## config.mk

```make
export PLATFORM = sky130hd
export DESIGN_NAME = apt_pixbox
export DESIGN_NICKNAME = d
export VERILOG_FILES = /design/src/hdl/apt_pkg.sv /design/src/hdl/apt_pixbox.sv
export SDC_FILE = /design/constraint.sdc
export NUM_CORES = 1
export LEC_CHECK = 0
export ABC_AREA = 1
export BUFFER_PORTS_ARGS = -buffer_cell sky130_fd_sc_hd__buf_4
export CAP_MARGIN = 20
export CORE_ASPECT_RATIO = 0.8
export CORE_MARGIN = 8
export CORE_UTILIZATION = 40
export DETAILED_ROUTE_END_ITERATION = 7
export PLACE_DENSITY_LB_ADDON = 0.12
export SKIP_LAST_GASP = 1
export SYNTH_ARGS = -nofsm -noshare
export SYNTH_HDL_FRONTEND = slang
export SYNTH_SLANG_ARGS = --single-unit
```

## constraint.sdc

```tcl
create_clock -name vclk -period 13.85
set_input_delay 2.77 -clock vclk [all_inputs]
set_output_delay 2.77 -clock vclk [all_outputs]
set_load 0.05 [all_outputs]
```

## src/hdl/apt_pkg.sv

```systemverilog
// Shared types and constants of the affine point transform block.
package apt_pkg;

    localparam int unsigned PixelBitsDefault = 6;
    localparam int unsigned PixelBitsBase    = 6;

    localparam int unsigned CoordW  = 24;   // Q.6 input coordinates and offsets
    localparam int unsigned CoefW   = 32;   // Q16.16 matrix terms
    localparam int unsigned ValW    = 32;   // saturated Q.6 transform result
    localparam int unsigned PixW    = 26;   // whole-pixel box coordinates
    localparam int unsigned ClipW   = 16;   // clip corner coordinates
    localparam int unsigned CfgIdxW = 3;
    localparam int unsigned CfgDataW = 32;

    localparam logic signed [ValW-1:0] ValMax = {1'b0, {(ValW-1){1'b1}}};
    localparam logic signed [ValW-1:0] ValMin = {1'b1, {(ValW-1){1'b0}}};

    localparam logic [CoefW-1:0]  CoefOne       = 32'h0001_0000;
    localparam logic [CfgDataW-1:0] ClipLowReset  = 32'h0000_0000;
    localparam logic [CfgDataW-1:0] ClipHighReset = 32'hFFFF_FFFF;

    typedef enum logic [CfgIdxW-1:0] {
        CFG_SCALE_XX  = 3'd0,
        CFG_SHEAR_XY  = 3'd1,
        CFG_OFFSET_X  = 3'd2,
        CFG_SHEAR_YX  = 3'd3,
        CFG_SCALE_YY  = 3'd4,
        CFG_OFFSET_Y  = 3'd5,
        CFG_CLIP_LOW  = 3'd6,
        CFG_CLIP_HIGH = 3'd7
    } t_cfg_idx;

    // Load enables of the three transform stages
    typedef struct packed {
        logic prod;
        logic sum;
        logic quant;
    } t_xf_en;

endpackage

```

## src/hdl/apt_pixbox.sv

```systemverilog
// One axis of the render box: round to whole pixels, intersect with the clip range.
module apt_pixbox
    import apt_pkg::*;
(
    input  logic signed [ValW-1:0]  i_min,
    input  logic signed [ValW-1:0]  i_max,
    input  logic                    i_fast,
    input  logic signed [ClipW-1:0] i_clip_lo,
    input  logic signed [ClipW-1:0] i_clip_hi,
    output logic signed [PixW-1:0]  o_lo,
    output logic signed [PixW-1:0]  o_hi,
    output logic                    o_open
);

    localparam int unsigned WorkW = PixW + 2;

    logic signed [WorkW-1:0] w_lo_raw, w_hi_raw, w_clo, w_chi, w_lo, w_hi_cl, w_hi;

    // Nearest pixel, halves away from zero
    function automatic logic signed [WorkW-1:0] f_round(input logic signed [ValW-1:0] v);
        logic [ValW:0]   mag;
        logic [ValW+1:0] biased;
        logic [WorkW-1:0] r;
        mag    = v[ValW-1] ? (ValW+1)'(-{v[ValW-1], v}) : {1'b0, v};
        biased = {1'b0, mag} + (ValW+2)'(32);
        r      = biased[ValW+1:6];
        return v[ValW-1] ? -r : r;
    endfunction

    function automatic logic signed [WorkW-1:0] f_floor(input logic signed [ValW-1:0] v);
        logic signed [ValW-1:0] s;
        s = v >>> 6;
        return WorkW'(s[ValW-7:0]) | {{(WorkW-ValW+6){s[ValW-7]}}, {(ValW-6){1'b0}}};
    endfunction

    function automatic logic signed [WorkW-1:0] f_ceil(input logic signed [ValW-1:0] v);
        logic signed [ValW:0] b;
        b = {v[ValW-1], v} + (ValW+1)'(63);
        b = b >>> 6;
        return {{(WorkW-ValW+5){b[ValW-6]}}, b[ValW-6:0]};
    endfunction

    always_comb begin
        if (i_fast) begin
            w_lo_raw = f_round(i_min);
            w_hi_raw = f_round(i_max);
        end else begin
            w_lo_raw = f_floor(i_min);
            w_hi_raw = f_ceil(i_max);
        end
        w_clo   = {{(WorkW-ClipW){i_clip_lo[ClipW-1]}}, i_clip_lo};
        w_chi   = {{(WorkW-ClipW){i_clip_hi[ClipW-1]}}, i_clip_hi};
        w_lo    = (w_lo_raw < w_clo) ? w_clo : w_lo_raw;
        w_hi_cl = (w_hi_raw > w_chi) ? w_chi : w_hi_raw;
        // Raise a maximum that fell below the minimum
        w_hi    = (w_hi_cl < w_lo) ? w_lo : w_hi_cl;
    end

    assign o_lo   = w_lo[PixW-1:0];
    assign o_hi   = w_hi[PixW-1:0];
    assign o_open = (w_hi > w_lo);

endmodule

```

* Word level (Yosys, flattened, before mapping)
Cells that the tools add are included.
** Cells by class
- Bitwise logic cells :: 1
- Mux-type cells :: 9
- $lt $le $gt $ge :: 4
- Add/sub/neg operators :: 7
** Operator list (count)
- two-way mux 28 bit :: 7
- adder 33 x 6 -> 34 bit, second input constant :: 2
- two-way mux 33 bit :: 2
- negator 33 bit :: 2
- negator 28 bit :: 2
- adder 32 x 7 -> 33 bit, second input constant :: 1
- greater-than comparator 28 x 16 -> 1 bit :: 1
- greater-than comparator 28 bit :: 1
- < comparator 28 x 16 -> 1 bit :: 1
- < comparator 28 bit :: 1
- bitwise OR 26 x 28 -> 28 bit :: 1
** Word-level totals
- Output and inout port bits :: 53
- Bits in registers :: 0
- Word-level logic and storage cells :: 21

* Longest topological paths before layout
- Word-level depth :: 11
- Gate-level depth with buffers :: 67
- Depth with buffers taken out :: 65

* Worst setup path after synthesis
OpenSTA, ideal clock, no wires.
- Path kind :: in2out
- Start point :: in i_min[2]
- End point :: out o_open
- Buffers on the path :: 2
- Cell stages on the path :: 54
- Slack :: -1120 ps
- Arrival :: 12200 ps
- Cell sequence :: nor2_4 > nand3_1 > nand2_2 > xor2_2 > ha_1 > nand2_2 > nor2_4 > nand2_2 > nor2_4 > nand3_1 > nand2_1 > nand3_1 > nor2_2 > nand3_2 > nor2_1 > nand2_1 > o21ai_2 > inv_1 > [... 18 more ...] > nand2_1 > nand2_1 > nand2_1 > nand2_1 > nand2_1 > clkbuf_1 > o21ai_0 > ha_1 > a21oi_1 > o21ai_0 > a21o_1 > a21oi_1 > o211ai_1 > nand2_1 > nand2_1 > o21ai_0 > inv_1 > a31oi_1
** Between the ends
- Word-level cells in the longest chain between the ends :: 11
** RTL lines
- start: declaration :: RTL line apt_pixbox.sv:5 : input logic signed [ValW-1:0] i_min,
- negator 33 bit :: RTL line apt_pixbox.sv:24 : mag = v[ValW-1] ? (ValW+1)'(-{v[ValW-1], v}) : {1'b0, v};
- two-way mux 33 bit (*) :: RTL line apt_pixbox.sv:24
- adder 33 x 6 -> 34 bit (*) :: RTL line apt_pixbox.sv:25 : biased = {1'b0, mag} + (ValW+2)'(32);
- negator 28 bit :: RTL line apt_pixbox.sv:27 : return v[ValW-1] ? -r : r;
- two-way mux 28 bit (*) :: RTL line apt_pixbox.sv:27
- two-way mux 28 bit (*) :: RTL line apt_pixbox.sv:44 : if (i_fast) begin
- < comparator 28 x 16 -> 1 bit :: RTL line apt_pixbox.sv:53 : w_lo = (w_lo_raw < w_clo) ? w_clo : w_lo_raw;
- two-way mux 28 bit (*) :: RTL line apt_pixbox.sv:53
- net o_lo[5] :: RTL line apt_pixbox.sv:10 : output logic signed [PixW-1:0] o_lo,
- < comparator 28 bit (*) :: RTL line apt_pixbox.sv:56 : w_hi = (w_hi_cl < w_lo) ? w_lo : w_hi_cl;
- two-way mux 28 bit (*) :: RTL line apt_pixbox.sv:56
- net o_hi[7] :: RTL line apt_pixbox.sv:11 : output logic signed [PixW-1:0] o_hi,
- greater-than comparator 28 bit (*) :: RTL line apt_pixbox.sv:61 : assign o_open = (w_hi > w_lo);
- end: declaration :: RTL line apt_pixbox.sv:12 : output logic o_open
The timed path passes the listed nets; every way through them passes the cells marked *.

* Final worst setup path
- Start point :: in i_max[0]
- End point :: out o_open
** Between the ends
- Word-level cells in the longest chain between the ends :: 11
- Elaborated cells between the ends (all ways) :: 12
- Those cells by class :: add/sub (4); order compare (3); mux (5)
** RTL lines
- start: declaration :: RTL line apt_pixbox.sv:6 : input logic signed [ValW-1:0] i_max,
- negator 33 bit :: RTL line apt_pixbox.sv:24
- two-way mux 33 bit :: RTL line apt_pixbox.sv:24
- adder 33 x 6 -> 34 bit :: RTL line apt_pixbox.sv:25
- negator 28 bit :: RTL line apt_pixbox.sv:27
- two-way mux 28 bit :: RTL line apt_pixbox.sv:27
- two-way mux 28 bit (*) :: RTL line apt_pixbox.sv:44
- greater-than comparator 28 x 16 -> 1 bit :: RTL line apt_pixbox.sv:54 : w_hi_cl = (w_hi_raw > w_chi) ? w_chi : w_hi_raw;
- two-way mux 28 bit (*) :: RTL line apt_pixbox.sv:54
- < comparator 28 bit :: RTL line apt_pixbox.sv:56
- two-way mux 28 bit (*) :: RTL line apt_pixbox.sv:56
- greater-than comparator 28 bit (*) :: RTL line apt_pixbox.sv:61
Every way passes the cells marked *; elsewhere a longest branch is shown, timed or not.

==> metrics.txt <==
Sum Neg Setup Slack=0 ns; Syn Inst Count=2,095; startpoint types=primary input; Lkg Pwr=7.58 nW; CP required=11.08 ns; design area=0.0142 mm2; sw frac=64.5%; cell family with most CP delay=simple AND/OR/NAND/NOR gates; sequential cell count=0; gpl congestion=0.969; Chip Width=197 um; Mean Syn Cell Area=5.01 um2; crit path kind=primary input to primary output; Synth Cell Area=0.0105 mm2; Worst path most repeated cell=nand2_2; CP max stage cell=ha_1; simple-gate share of the synthesized area=59.4%; syn_nets=2,306; xor-xnor portion of the synthesized cell area=1.66%; row count=53; CP max stage delay=0.33 ns; largest family of logic cells by synthesized area=simple AND/OR/NAND/NOR gates; final hold violations=0; via count=14,000; ANT nets after route=0; measured slew at the worst slew-check pin=0.827 ns; sequential share of the synthesized area=0%; post-synthesis mux area share=0%; nets=2,537; met2 WL=16,400 um; Post-Route M1 WL=21,900 um; CP bufs+invs=11; overflow left after global routing=0; yosys warns=0; crit path DAT=10.97 ns; Final period util=99.2%; combinational power share=100.0%; RSZ-0062 raised after global routing=yes; vias in the first global route=11,900; Synth Area in Compound Gates=12.3%; Yosys cell types=47; DR top layer=met4; global-route wire length before repair=63,300 um; Post-Synth Adder-Cell Area=13.6%; Iter 0 DRT Violations=1,247; Final setup viols=0; WL met3=3480 um; pin count of the biggest net entering global routing=63; worst min path class=primary input to primary output; DR DRC count=0; Fmax=0.0728 GHz; Total Routing Usage GR=24.2%; die height=161 um; status=complete, no violations; PwrDens=93.1 mW/mm2; VDD IR-drop max=0.199 mV; total net switching power=851 uW; antenna violations before repair=0; Ports=150; post-detailed-route wirelength per cell=15.7 um; layout cell share with drive strength beyond 1=28.5%; ANT cells=0; endpoint type of the worst setup path=primary output; core region area=0.0261 mm2; Initial Utilization=40.3%; Post-DP HPWL=34,500 um; Final Routed Wirelength=42,200 um; Sequential Area=0 um2; min cycle time layout=13.74 ns; Clk pwr share=0%; IO buf count=150; Slew HR=44.8%; Slew Limit Fails=0; power share of the sequential group=0%; P_int=468 uW; Vias/cell=5.22; Area growth syn-to-layout=35.0%; iteration count of the initial detailed-routing pass=6; Worst Path Max Fanout=6; layout clock buffer count=0; Die ar.=0.0317 mm2; Placed Instance Area=0.0122 mm2; Max-Cap Viols=0
==> cells by family (layout without fill, tap and decap cells) <==
logic type	Yosys count	in the layout
xor+xnor	19	19
fa+ha+maj	114	114
compound gates	237	237
buf+inv	353	581
simple gates	1372	1373
==> layout by cell type (no fill, tap or decap), types with 27 or more instances in the layout <==
master,count
nand2_1,643
inv_1,274
buf_4,257
nand3_1,200
nor2_1,135
nand2_2,124
ha_1,101
a21oi_1,79
o21ai_0,62
nand4_1,58
nor2_4,57
nor2_2,56
o21ai_1,38
nand2_4,27
==> per-stage QoR <==
stage	std cells	hold WS, ns	utilization [%]	worst slack (ns)	power [mW]
after floorplan	2095	5.89	-	0.00632	0.762
after detailed placement	2594	5.97	46.6	-0.533	1.11
final	2681	5.98	54.4	0.106	1.32
after CTS	2599	5.97	47.1	0.0223	1.13
after global placement	2594	5.97	46.6	-0.234	1.10
after global routing	2681	6.02	54.4	-0.357	1.43
==> cell type report <==
class | instances | area (um2)
inverters | 306 | 1170
multi-input cells | 1743 | 10300
well taps | 357 | 447
fillers | 2816 | 11900
repair buffers | 275 | 2260
==> worst min-delay path: stages <==
cell	delay, ns
buf_4	0.12
nand2_1	0.05
o21ai_1	0.07
buf_4	0.20
==> worst paths after layout <==
| path | startpoint | to | cells after the start |
|---|---|---|---|
| setup / recovery | i_max[0] | o_open | 64 |
| hold / removal | i_clip_lo[2] | o_lo[2] | 4 |
==> layer usage <==
metal	up-vias	global-route usage [%]
met3	26	4.45
met1	6269	38.8
li1	7228	-
met4	0	1.98
met5	-	0
met2	462	33.0
==> power by group through the flow <==
stage	registers [mW]	logic (mW)	clock network, mW
final	0	1.32	0
after floorplan	0	0.762	0
after detailed placement	0	1.11	0
after global routing	0	1.43	0
after global placement	0	1.10	0
after CTS	0	1.13	0
==> what timing repair did <==
item,4_1_cts,5_1_grt
gates resized for setup,20,324
gates cloned,0,6
endpoints found under the setup margin,1,1
hold buffers,0,0
setup buffers,5,76
pin swaps,8,125
==> synth_stat cells, drive strengths merged <==
| cell | n | area (um2) |
|---|---|---|
| buf | 33 | 174 |
| nor4b | 1 | 8.76 |
| clkinv | 7 | 27.5 |
| nor4 | 7 | 43.8 |
| a21o | 2 | 15.0 |
| o221a | 1 | 11.3 |
| nor3 | 12 | 76.3 |
| and2 | 2 | 12.5 |
| nand3 | 231 | 1220 |
| nand4 | 58 | 363 |
| o21ai | 114 | 578 |
| inv | 299 | 1120 |
| nor3b | 2 | 15.0 |
| nor2 | 249 | 1200 |
| nand3b | 11 | 82.6 |
| o21a | 9 | 67.6 |
| ha | 114 | 1430 |
| xnor2 | 5 | 43.8 |
| a31oi | 2 | 12.5 |
| or2 | 3 | 18.8 |
| a211oi | 2 | 15.0 |
| a21oi | 97 | 512 |
| o22ai | 1 | 6.26 |
| clkbuf | 14 | 52.6 |
| nand2 | 796 | 3190 |
| a21boi | 3 | 22.5 |
| o211ai | 5 | 37.5 |
| xor2 | 14 | 130 |
| a2111oi | 1 | 8.76 |
No activity file was read; power rests on OpenSTA's default activity.
