**src/hdl/apt_pkg.sv**
```systemverilog
// Shared types and constants of the affine point transform block.
package apt_pkg;

    localparam int unsigned PixelBitsDefault = 6;
    localparam int unsigned PixelBitsBase    = 6;

    localparam int unsigned CoordW  = 24;   // Q.6 input coordinates and offsets
    localparam int unsigned CoefW   = 32;   // Q16.16 matrix terms
    localparam int unsigned ValW    = 32;   // saturated Q.6 transform result
    localparam int unsigned PixW    = 26;   // whole-pixel box coordinates
    localparam int unsigned ClipW   = 16;   // clip corner coordinates
    localparam int unsigned CfgIdxW = 3;
    localparam int unsigned CfgDataW = 32;

    localparam logic signed [ValW-1:0] ValMax = {1'b0, {(ValW-1){1'b1}}};
    localparam logic signed [ValW-1:0] ValMin = {1'b1, {(ValW-1){1'b0}}};

    localparam logic [CoefW-1:0]  CoefOne       = 32'h0001_0000;
    localparam logic [CfgDataW-1:0] ClipLowReset  = 32'h0000_0000;
    localparam logic [CfgDataW-1:0] ClipHighReset = 32'hFFFF_FFFF;

    typedef enum logic [CfgIdxW-1:0] {
        CFG_SCALE_XX  = 3'd0,
        CFG_SHEAR_XY  = 3'd1,
        CFG_OFFSET_X  = 3'd2,
        CFG_SHEAR_YX  = 3'd3,
        CFG_SCALE_YY  = 3'd4,
        CFG_OFFSET_Y  = 3'd5,
        CFG_CLIP_LOW  = 3'd6,
        CFG_CLIP_HIGH = 3'd7
    } t_cfg_idx;

    // Load enables of the three transform stages
    typedef struct packed {
        logic prod;
        logic sum;
        logic quant;
    } t_xf_en;

endpackage

```
**src/hdl/apt_xform.sv**
```systemverilog
// One output axis of the affine transform: products, sum, truncation and saturation.
module apt_xform
    import apt_pkg::*;
(
    input  logic                     i_clk,
    input  t_xf_en                   i_en,
    input  logic signed [CoordW-1:0] i_x,
    input  logic signed [CoordW-1:0] i_y,
    input  logic signed [CoefW-1:0]  i_coef_x,
    input  logic signed [CoefW-1:0]  i_coef_y,
    input  logic signed [CoordW-1:0] i_offset,
    output logic signed [ValW-1:0]   o_val
);

    localparam int unsigned ProdW = CoordW + CoefW;
    localparam int unsigned SumW  = ProdW + 2;
    localparam int unsigned FracW = 16;
    localparam int unsigned QW    = SumW - FracW;

    logic signed [ProdW-1:0] r_prod_x, r_prod_y, n_prod_x, n_prod_y;
    logic signed [CoordW-1:0] r_offset;
    logic signed [SumW-1:0]  r_sum, n_sum;
    logic signed [QW-1:0]    w_q;
    logic signed [ValW-1:0]  r_val, n_val;

    always_comb begin
        n_prod_x = i_x * i_coef_x;
        n_prod_y = i_y * i_coef_y;
    end

    always_comb begin
        n_sum = {{2{r_prod_x[ProdW-1]}}, r_prod_x}
              + {{2{r_prod_y[ProdW-1]}}, r_prod_y}
              + {{(SumW-CoordW-FracW){r_offset[CoordW-1]}}, r_offset, {FracW{1'b0}}};
    end

    // Truncate toward zero: floor, then step up for negative values with a fraction
    always_comb begin
        w_q = r_sum[SumW-1:FracW];
        if (r_sum[SumW-1] && (|r_sum[FracW-1:0])) begin
            w_q = w_q + QW'(1);
        end
        if (w_q[QW-1:ValW-1] == {(QW-ValW+1){w_q[QW-1]}}) begin
            n_val = w_q[ValW-1:0];
        end else if (w_q[QW-1]) begin
            n_val = ValMin;
        end else begin
            n_val = ValMax;
        end
    end

    always_ff @(posedge i_clk) begin
        if (i_en.prod) begin
            r_prod_x <= n_prod_x;
            r_prod_y <= n_prod_y;
            r_offset <= i_offset;
        end
        if (i_en.sum) begin
            r_sum <= n_sum;
        end
        if (i_en.quant) begin
            r_val <= n_val;
        end
    end

    assign o_val = r_val;

endmodule

```
**config.mk**
```make
export PLATFORM = sky130hd
export DESIGN_NAME = apt_xform
export DESIGN_NICKNAME = d
export VERILOG_FILES = /design/src/hdl/apt_pkg.sv /design/src/hdl/apt_xform.sv
export SDC_FILE = /design/constraint.sdc
export NUM_CORES = 2
export LEC_CHECK = 0
export ABC_AREA = 0
export BUFFER_PORTS_ARGS = -buffer_cell sky130_fd_sc_hd__buf_4
export CAP_MARGIN = 20
export CORE_ASPECT_RATIO = 1.75
export CORE_UTILIZATION = 65
export CTS_BUF_LIST = sky130_fd_sc_hd__clkbuf_4
export CTS_CLUSTER_DIAMETER = 40
export DETAILED_ROUTE_END_ITERATION = 6
export PLACE_DENSITY = 0.82
export SYNTH_ARGS = -nofsm -noshare
export SYNTH_HDL_FRONTEND = slang
export SYNTH_SLANG_ARGS = --single-unit
```
**constraint.sdc**
```tcl
create_clock -name i_clk -period 8.4 [get_ports i_clk]
set_input_delay 0.42 -clock i_clk [delete_from_list [all_inputs] [get_ports i_clk]]
set_output_delay 0.42 -clock i_clk [all_outputs]
set_load 0.1 [all_outputs]
```
# After elaboration in Yosys (flattened, before gate mapping)

Cells that the tools add are included.

Logic and storage cells: 16
Output and inout port bits: 32
Bits of input ports: 140
Flip-flop bits (word level): 226

Equality and inequality tests: 1
Add/sub/neg operators: 3
Reduce and logical (&&, ||, !) cells: 2
Multiply operators: 2
Multiplexer cells: 3

Operators by type and width:

| cell                  | count |
|---|---|
| $mul 24x32->56        | 2 |
| $mux 32               | 2 |
| $add 57x40->58        | 1 |
| $add 56x56->57        | 1 |
| $add 42x2->42 const B | 1 |
| $mux 42               | 1 |
| $reduce_or 16->1      | 1 |
| $eq 10x10->1          | 1 |
| $logic_and 1x1->1     | 1 |

# Depth between registers and ports, before layout

Depth in word-level cells: 5
Mapped depth: 28
Mapped depth without buffers: 26

# Worst setup path after synthesis

Ideal clock, no wire load.

Path type: input to register
Start: in i_coef_x[31]
End: reg r_prod_x[55] (data pin)
Arrival time: 6.811 ns
Cell stages on the path: 24
Slack: 1.329 ns
Cell sequence: clkbuf_1 -> nand2_1 -> inv_1 -> fa_1 -> fa_1 -> inv_1 -> fa_1 -> inv_1 -> fa_1 -> fa_1 -> fa_1 -> fa_1 -> ha_1 -> buf_2 -> a21oi_1 -> o211ai_1 -> a211oi_1 -> o31ai_1 -> a221o_1 -> a21o_1 -> a31o_2 -> a211o_1 -> a21oi_1 -> xnor2_1

Longest elaborated chain between the ends: 1

Ends and longest elaborated chain:

| what                   | line            | source |
|---|---|---|
| start: declaration     | apt_xform.sv:9  | `input logic signed [CoefW-1:0] i_coef_x,` |
| $mul 24x32->56         | apt_xform.sv:27 | `n_prod_x = i_x * i_coef_x;` |
| via n_prod_x[55]       | apt_xform.sv:20 | `logic signed [ProdW-1:0] r_prod_x, r_prod_y, n_prod_x, n_prod_y;` |
| end signal: assignment | apt_xform.sv:54 | `r_prod_x <= n_prod_x;` |
| end: declaration       | apt_xform.sv:20 |  |

The timed path passes the listed nets, and every way through them passes these cells.
A chain may end at the register's enable or synchronous reset.

# Worst setup path in the final report

Start: in i_coef_x[16]
End: reg r_prod_x[55] (data pin)

The elaborated chain is that of the path after synthesis.

==> impl_summary.md <==
Global route
Entering global routing, the biggest net connects 75 pins. The first global-routing pass estimated 282 mm of wire. The initial antenna violation count is 9.

After global routing the overflow that remains totals 0. The number of global-route vias before repair is 54,051. Global routing consumed, over all layers together, 35.7% of the routing resources.

Run
The number of max-capacitance violations reported is 0.

Floorplanning
The die footprint is 103,000 sq um. Measured along the y axis, the die boundary spans 424 um. For this design the top-level I/O count stands at 172. The placeable core region is 101,000 sq um. Measured along the x axis, the die boundary spans 243 um.

The initial core utilization is 65.6%. In this run the core area contains 154 standard-cell rows.

CTS
The maximum clock path buffer count is 3. The number of clock sinks is 226. The clock transition at the registers of the reported paths is 0.10 ns. The number of gates resized after cts is 0.

The latest clock arrival within the worst-skew pair is 0.71 ns. The clock tree from TritonCTS is done. In this run the post-CTS setup repair buffer count came out at 0.

The number of buffers added by the clock tree synthesis step is 42. The cell chosen for the clock root is sky130_fd_sc_hd__clkbuf_4. The H-tree was split into 2 levels.

Timing
The final critical path takes up 87.7% of the cycle. The setup-violating endpoint count in the final report is 0. Hold is met by 0.171 ns. Static timing analysis puts the maximum clock frequency at 136 MHz. The final hold violation count is 0. On the final layout, the worst clock skew is 0.0334 ns. The final-layout setup total negative slack is 0 ns. The worst path in the final design needs a cycle of 7.37 ns, including I/O delays and setup. For the pin with the worst max-slew slack, the measured transition is 0.979 ns. Measured against its own limit, the worst slew margin works out to 34.0%.

Setup repair after global routing left no endpoint under its margin. The number of max-slew violations in the final report came to 0.

Outcome
The checks that failed: design-rule violations. The run finished, with violations left.

Route
The first routing iteration left 3,349 violations. The post-route antenna net violation count is 0. Detailed routing inserted a total of 47,874 vias. The number of DRC violations after detailed routing is 4. The pre-antenna-repair detailed-routing pass consisted of 7 iterations. After detailed routing, the number of vias per cell comes to 5.87. In the final routed layout, each cell accounts on average for 21.5 um. The routed design has 176 mm of wire.

Setup path
The critical path in this run is classified as input port to register. The startpoint of the most critical register-to-register path is r_prod_x[28]$_DFFE_PP_. The highest fanout seen on the critical path is 24. The arrival time of the worst setup path is 7.81 ns. Tracing the worst setup path back leads to its startpoint at i_coef_x[16]. The data required time at the worst endpoint is 8.84 ns. The worst setup path is launched from an input port.

The element type at the critical path end is a register.

Layout
The finished layout cell area is 68,800 sq um. Leaving out fill and tap cells, the most frequent cell in the layout is sky130_fd_sc_hd__fa_1. The share of cells above drive strength 1 is 4.90%. The growth of design area from synthesis to finish is 4.22%. The final cell count without fillers is 8,150. In the final design database the tool counted 8,906 nets. The top cell types in the final layout, fill and taps aside, are sky130_fd_sc_hd__fa_1, sky130_fd_sc_hd__inv_1, sky130_fd_sc_hd__nand2_1.

Synthesis
The number of flops mapped to enable cells by yosys is 226. Summing the sequential cell areas from Yosys gives 10.3% of the chip area. The synthesis warning total is 0. By area the synthesized netlist is led by sky130_fd_sc_hd__fa_1, sky130_fd_sc_hd__edfxtp_1, sky130_fd_sc_hd__inv_1.

The number of synthesized register bits is 226. The cell area that synthesis handed to floorplanning was 66,100 sq um. The most area-hungry cell type in the Yosys netlist is sky130_fd_sc_hd__fa_1.

The most frequently used flop master after synthesis is sky130_fd_sc_hd__edfxtp_1. The number of library cell types mapped by synthesis is 83. The fraction of synthesis flops using an asynchronous set or reset pin is 0%. The synthesized design devotes to its leading area cell type 48.7% of total area. The number of instances in the synthesized netlist is 6,833. A synthesized cell averages 9.67 sq um. The net count after synthesis is 8,953.

Min path
The launch instance of the worst min-delay path is i_en[0]. The worst hold path class is input port to register.

Placement
The total placed cells including tap cells is 8,044. The wire-length estimate of the detail-placed layout is 140 mm. The final estimated routing congestion in global placement is 0.971. The placed instances occupy a cell area of 68,000 sq um. The count of buffers inserted at the top-level ports is 171.
-- layout make-up --
class                   count  area (sq um)
well taps                1326          1660
multi-input cells        4731         52200
clock inverters            22           171
flip-flops and latches    226          6790
inverters                1561          5860
repair buffers            224          1750
clock buffers              53           398
diodes                      7          17.5
fillers                  7710         31900
-- state kept, by name, summed over array words and instances (netlist names) --
register / flops
r_prod_x: 56
o_val: 32
r_prod_y: 56
r_sum: 58
r_offset: 24
-- Yosys cell counts, types with 5 or more instances --
master and number:
sky130_fd_sc_hd__and4_1 9, sky130_fd_sc_hd__o21ai_0 84, sky130_fd_sc_hd__edfxtp_1 226, sky130_fd_sc_hd__a21oi_2 35, sky130_fd_sc_hd__a31o_2 5, sky130_fd_sc_hd__and3_1 19
sky130_fd_sc_hd__nor4_1 12, sky130_fd_sc_hd__nor2b_1 12, sky130_fd_sc_hd__fa_1 1607, sky130_fd_sc_hd__xnor2_1 132, sky130_fd_sc_hd__o21bai_1 28, sky130_fd_sc_hd__o21a_1 18
sky130_fd_sc_hd__o211ai_1 14, sky130_fd_sc_hd__a21oi_1 158, sky130_fd_sc_hd__nand2_1 860, sky130_fd_sc_hd__inv_1 1560, sky130_fd_sc_hd__and2_1 739, sky130_fd_sc_hd__a211oi_1 26
sky130_fd_sc_hd__buf_2 6, sky130_fd_sc_hd__nor3_1 24, sky130_fd_sc_hd__o21ai_1 13, sky130_fd_sc_hd__a31oi_1 23, sky130_fd_sc_hd__nand2b_1 31, sky130_fd_sc_hd__xor2_1 69
sky130_fd_sc_hd__o31ai_1 10, sky130_fd_sc_hd__ha_1 373, sky130_fd_sc_hd__clkbuf_1 302, sky130_fd_sc_hd__nand3_1 61, sky130_fd_sc_hd__nor2_1 166, sky130_fd_sc_hd__nand4_1 25
sky130_fd_sc_hd__a21o_1 86
-- layer usage --
layer	GRT usage, %	vias to the layer above	routed length (um)
li1	-	20212	-
met1	39.8	24184	57000
met2	63.7	2625	90500
met3	5.11	841	14200
met4	23.1	12	13700
met5	0	-	74
-- cells by family after synthesis --
group	synth area share [%]
DFF	10.3
adders and majority gates	55.8
buffers and inverters	10.7
and+or+nand+nor	14.9
xor gates and xnor gates	2.66
muxes	0.0606
AOI/OAI and AO/OA	5.59
-- metrics by stage --
| step | util (%) | worst slack (ns) |
|---|---|---|
| 2_1_floorplan | - | 1.33 |
| 3_3_place_gp | 67.5 | 0.495 |
| 3_5_place_dp | 67.5 | 0.401 |
| 4_1_cts | 68.3 | 1.13 |
| 5_1_grt | 68.3 | 0.766 |
| 6_report | 68.3 | 1.03 |
-- worst max-delay path, cell delays in order --
cell and delay [ns]:
sky130_fd_sc_hd__buf_4 0.23, sky130_fd_sc_hd__and2_1 0.23, sky130_fd_sc_hd__fa_1 0.54, sky130_fd_sc_hd__inv_1 0.06, sky130_fd_sc_hd__fa_1 0.51, sky130_fd_sc_hd__fa_1 0.59
sky130_fd_sc_hd__fa_1 0.45, sky130_fd_sc_hd__fa_1 0.57, sky130_fd_sc_hd__inv_1 0.07, sky130_fd_sc_hd__fa_1 0.48, sky130_fd_sc_hd__inv_1 0.05, sky130_fd_sc_hd__fa_1 0.52
sky130_fd_sc_hd__inv_1 0.06, sky130_fd_sc_hd__ha_1 0.35, sky130_fd_sc_hd__a21oi_1 0.19, sky130_fd_sc_hd__nand2_1 0.13, sky130_fd_sc_hd__o211ai_1 0.17, sky130_fd_sc_hd__o21ai_1 0.16
sky130_fd_sc_hd__o21ai_0 0.80, sky130_fd_sc_hd__a211oi_1 0.20, sky130_fd_sc_hd__buf_4 0.21, sky130_fd_sc_hd__a31o_2 0.27, sky130_fd_sc_hd__a211o_1 0.26, sky130_fd_sc_hd__a21oi_1 0.18
sky130_fd_sc_hd__xnor2_1 0.08
-- path summary, 6_finish.rpt --
kind,to,slack [ns],cells past startpoint
hold reg to reg,r_sum[0]$_DFFE_PP_,0.58,1
hold / removal,o_val[26]$_DFFE_PP_,0.17,1
setup / recovery,r_prod_x[55]$_DFFE_PP_,1.03,25
setup reg to reg,r_sum[55]$_DFFE_PP_,4.02,12
-- timing repair --
action | 4_1_cts | 5_1_grt
setup endpoints to repair | 0 | 0
hold buffers | 24 | 0
hold endpoints to repair | 24 | 0
Power is left out: the tool's default activity adds up to more than one toggle a clock period on the data nets, which glitch-free logic cannot reach.
